--- src/rtl/lbse_pkg.sv ---
package lbse_pkg;

  // default sizes
  localparam int CODE_BITS_DEF  = 13;
  localparam int HASH_SLOTS_DEF = 16384;

  // configuration
  localparam logic [3:0] MAX_LEN_RESET = 4'd12;
  localparam logic       REG_MAX_LEN   = 1'b0;  // register index, paddr[2]

  // first code that the dictionary hands out
  localparam int FIRST_CODE = 256;

  // one queued input transaction
  typedef struct packed {
    logic [7:0] data_byte;
    logic       last_byte;
  } item_t;

endpackage

--- src/rtl/lbse_queue.sv ---
module lbse_queue (
  input  logic           clk,
  input  logic           rst,
  input  logic           in_valid,
  output logic           in_stall,
  input  lbse_pkg::item_t in_item,
  output logic           q_valid,
  input  logic           q_pop,
  output lbse_pkg::item_t q_item
);

  lbse_pkg::item_t slots [2];
  logic       wr_ptr;
  logic       rd_ptr;
  logic [1:0] count;
  logic       push;
  logic       pop;

  // handshake decode
  assign in_stall = (count == 2'd2);
  assign push     = in_valid && !in_stall;
  assign q_valid  = (count != 2'd0);
  assign pop      = q_pop && q_valid;
  assign q_item   = slots[rd_ptr];

  // two-entry queue between front and back
  always_ff @(posedge clk) begin
    if (rst) begin
      wr_ptr <= 1'b0;
      rd_ptr <= 1'b0;
      count  <= 2'd0;
    end else begin
      if (push) begin
        slots[wr_ptr] <= in_item;
        wr_ptr        <= !wr_ptr;
      end
      if (pop) begin
        rd_ptr <= !rd_ptr;
      end
      count <= count + 2'(push) - 2'(pop);
    end
  end

endmodule

--- config.mk ---
export PLATFORM = sky130hd
export DESIGN_NAME = lbse_queue
export DESIGN_NICKNAME = d
export VERILOG_FILES = /design/src/rtl/lbse_pkg.sv /design/src/rtl/lbse_queue.sv
export SDC_FILE = /design/constraint.sdc
export NUM_CORES = 1
export LEC_CHECK = 0
export ABC_AREA = 1
export BUFFER_PORTS_ARGS = -buffer_cell sky130_fd_sc_hd__buf_2
export CORE_MARGIN = 8
export CORE_UTILIZATION = 45
export CTS_BUF_LIST = sky130_fd_sc_hd__clkbuf_4
export CTS_CLUSTER_DIAMETER = 30
export DETAILED_ROUTE_END_ITERATION = 8
export GPL_ROUTABILITY_DRIVEN = 0
export PLACE_DENSITY = 0.74
export SLEW_MARGIN = 0
export SYNTH_ARGS = -nofsm -noshare
export SYNTH_HDL_FRONTEND = slang
export SYNTH_SLANG_ARGS = --single-unit
--- constraint.sdc ---
create_clock -name clk -period 2.05 [get_ports clk]
set_input_delay 0.3075 -clock clk [delete_from_list [all_inputs] [get_ports clk]]
set_output_delay 0.3075 -clock clk [all_outputs]
set_load 0.05 [all_outputs]
==> results.txt <==
Sink Count - 23
DP Wirelength - 1.18 mm
Switching pwr - 586 uW
Synth-to-layout area growth - 19.3%
Int Power - 817 uW
Drt pass-1 iters - 4
Share of layout cells above drive strength 1 - 0.479
Cells after Synth - 66
Maxcap violations - 0
Antenna-violating nets left - 0
Lkg Pwr - 0.460 nW
CTS tree - done
Hold Path Origin - in_item[3]
Combinational cell fraction of total power - 0.409
Status - complete, no violations
Pwr dens - 1260 mW/mm^2
Vias in the first global route - 599
Commonest non-fill, non-tap cell in the layout - buf_2
Post-CTS Hold Buffers - 0
Yosys cell types - 17
R2R Setup Slk - 0.53 ns
CP Launch Type - register
WL per Instance - 12.6 um
Core region area - 0.00196 mm^2
Met2 Wirelength - 731 um
Most frequent cells in the layout - buf_2, edfxtp_1, mux2_2
Min Clock Period, post-route - 1.79 ns
Synthesized net count - 81
Peak supply drop - 0.000836 V
Overall routing resource usage - 0.0899
Fmax achieved - 0.560 GHz
Unrepaired setup endpoints after global routing - false
Fin. Hold Viols - 0
Die Span X - 61.5 um
Crit path max fanout - 9
Crit path kind - reg2out
Clk_skew - 0.00361 ns
First-pass GRT wire length - 2.46 mm
Port Buffers - 23
Die Ht - 61.5 um
Clock power share - 0.142
Slew HR - 0.729
Crit. End Element - output port
Met3 WL - 122 um
TritonCTS Buffers - 3
Reg-to-reg critical path endpoint - count[1]
Clk_lat worst skew - 0.30 ns
Ys Warns - 0
Mapped Area - 932 um^2
Register bit total from synthesis - 23
Clk slew on worst S/H paths - 0.12 ns
DR iter-0 viols - 19
RR Startpoint - count[1]
Via count - 554
Placed insts - 117
Final net count - 110
Antenna violations before repair - 0
Critical path data required time - 1.74 ns
Postcts setup bufs - 0
Routed Wire Length - 1.52 mm
Root Buffer - clkbuf_4
GRT overflow - 0
Final Non-Filler Cells - 121
Met1 wire length - 637 um
Highest Signal Layer - met4
Reg2reg path depth - 10
Pins over their slew limit - 0
Tot Pwr - 1.40 mW
Setup TNS - 0 ns
Worst slew pin tran - 0.406 ns
Worst Hold Endpoint - slots[0][3]
Post-Syn Area per Cell - 14.1 um^2
CTS Buffer Depth - 2
Largest net degree at the start of global routing - 14
Initial Util - 0.475
Net Sw Frac - 0.417
Setup-failing EPs final - 0
Ant. Diodes - 0
Max H-tree Level - 1
Residual DRC - 0
Worst endpoint data arrival time - 1.48 ns
Period utilization - 0.872
Hold Crit Depth - 1
# resized after CTS - 0
Vias/cell - 4.58
Site Rows - 16
Sequential Power Share - 0.450
Number of I/O pins - 24
Sequential area share after synthesis - 0.687
Hold/Removal Path Class - in2reg
Die area - 0.00378 mm^2
-- sequential cells by signal, indices dropped and copies added (netlist names), named ones only --
name    cells
wr_ptr      1
slots      18
rd_ptr      1
count       2
-- metrics by stage --
stage                     utilization  cell area (um^2)  hold WS, ns  worst slack (ns)
after floorplan                     -               932        0.379             0.460
after global placement          0.553              1080        0.488             0.591
after detailed placement        0.553              1080        0.490             0.525
after CTS                       0.567              1110        0.182             0.231
after global routing            0.567              1110        0.166             0.160
final                           0.567              1110        0.189             0.263
-- final cells by class --
cell class	instances	area, um^2
inverters	8	30.0
clock inverters	1	5.00
multi-input cells	34	250
repair buffers	25	130
flip-flops and latches	23	641
clock buffers	3	22.5
well taps	27	33.8
fillers	187	850
-- per-layer routing --
metal | vias to the layer above | track usage
met3 | 4 | 0.0334
met1 | 248 | 0.0952
li1 | 281 | -
met2 | 21 | 0.151
met5 | - | 0
met4 | 0 | 0.0487
-- how the worst max path moves through the flow --
stage                  start          end  slack (ns)
floorplan           count[0]  slots[1][0]        0.46
global placement    register    q_item[4]        0.59
detailed placement  count[1]     count[1]        0.53
CTS                 register    q_item[4]        0.23
global route        register    q_item[0]        0.16
finish              register    q_item[4]        0.26
-- Yosys cell counts --
master	instances	share of area
inv_1	7	0.028
buf_6	1	0.012
o21ai_2	1	0.0094
ha_1	2	0.027
a21oi_1	1	0.0054
mux2_2	9	0.11
nand2_1	5	0.020
inv_2	1	0.0040
nor2_2	1	0.0067
nor2_4	1	0.012
nor3_1	1	0.0054
edfxtp_1	18	0.58
nand3_1	2	0.011
nand2_2	2	0.013
o21ai_4	1	0.017
nor2_1	8	0.032
dfxtp_1	5	0.11
-- cell families after synthesis --
logic type / synth area share
buffers and inverters: 0.0443
flip-flops: 0.687
multiplexers: 0.109
adder cells (fa/ha/maj): 0.0268
AO/OA/AOI/OAI: 0.0322
AND/OR/NAND/NOR: 0.101
-- power groups by stage --
| stage | Combinational, mW | Sequential [mW] | Clock (mW) |
|---|---|---|---|
| 2_1_floorplan | 0.489 | 0.618 | 0 |
| 3_3_place_gp | 0.569 | 0.639 | 0 |
| 3_5_place_dp | 0.582 | 0.643 | 0 |
| 5_1_grt | 0.623 | 0.641 | 0.224 |
| 4_1_cts | 0.583 | 0.632 | 0.205 |
| 6_report | 0.573 | 0.631 | 0.199 |
-- worst max-delay path, cell delays in order (launching register included) --
cell and delay (ns):
dfxtp_1 0.59, mux2_2 0.38, buf_2 0.21
No activity file was read; power rests on OpenSTA's default activity.
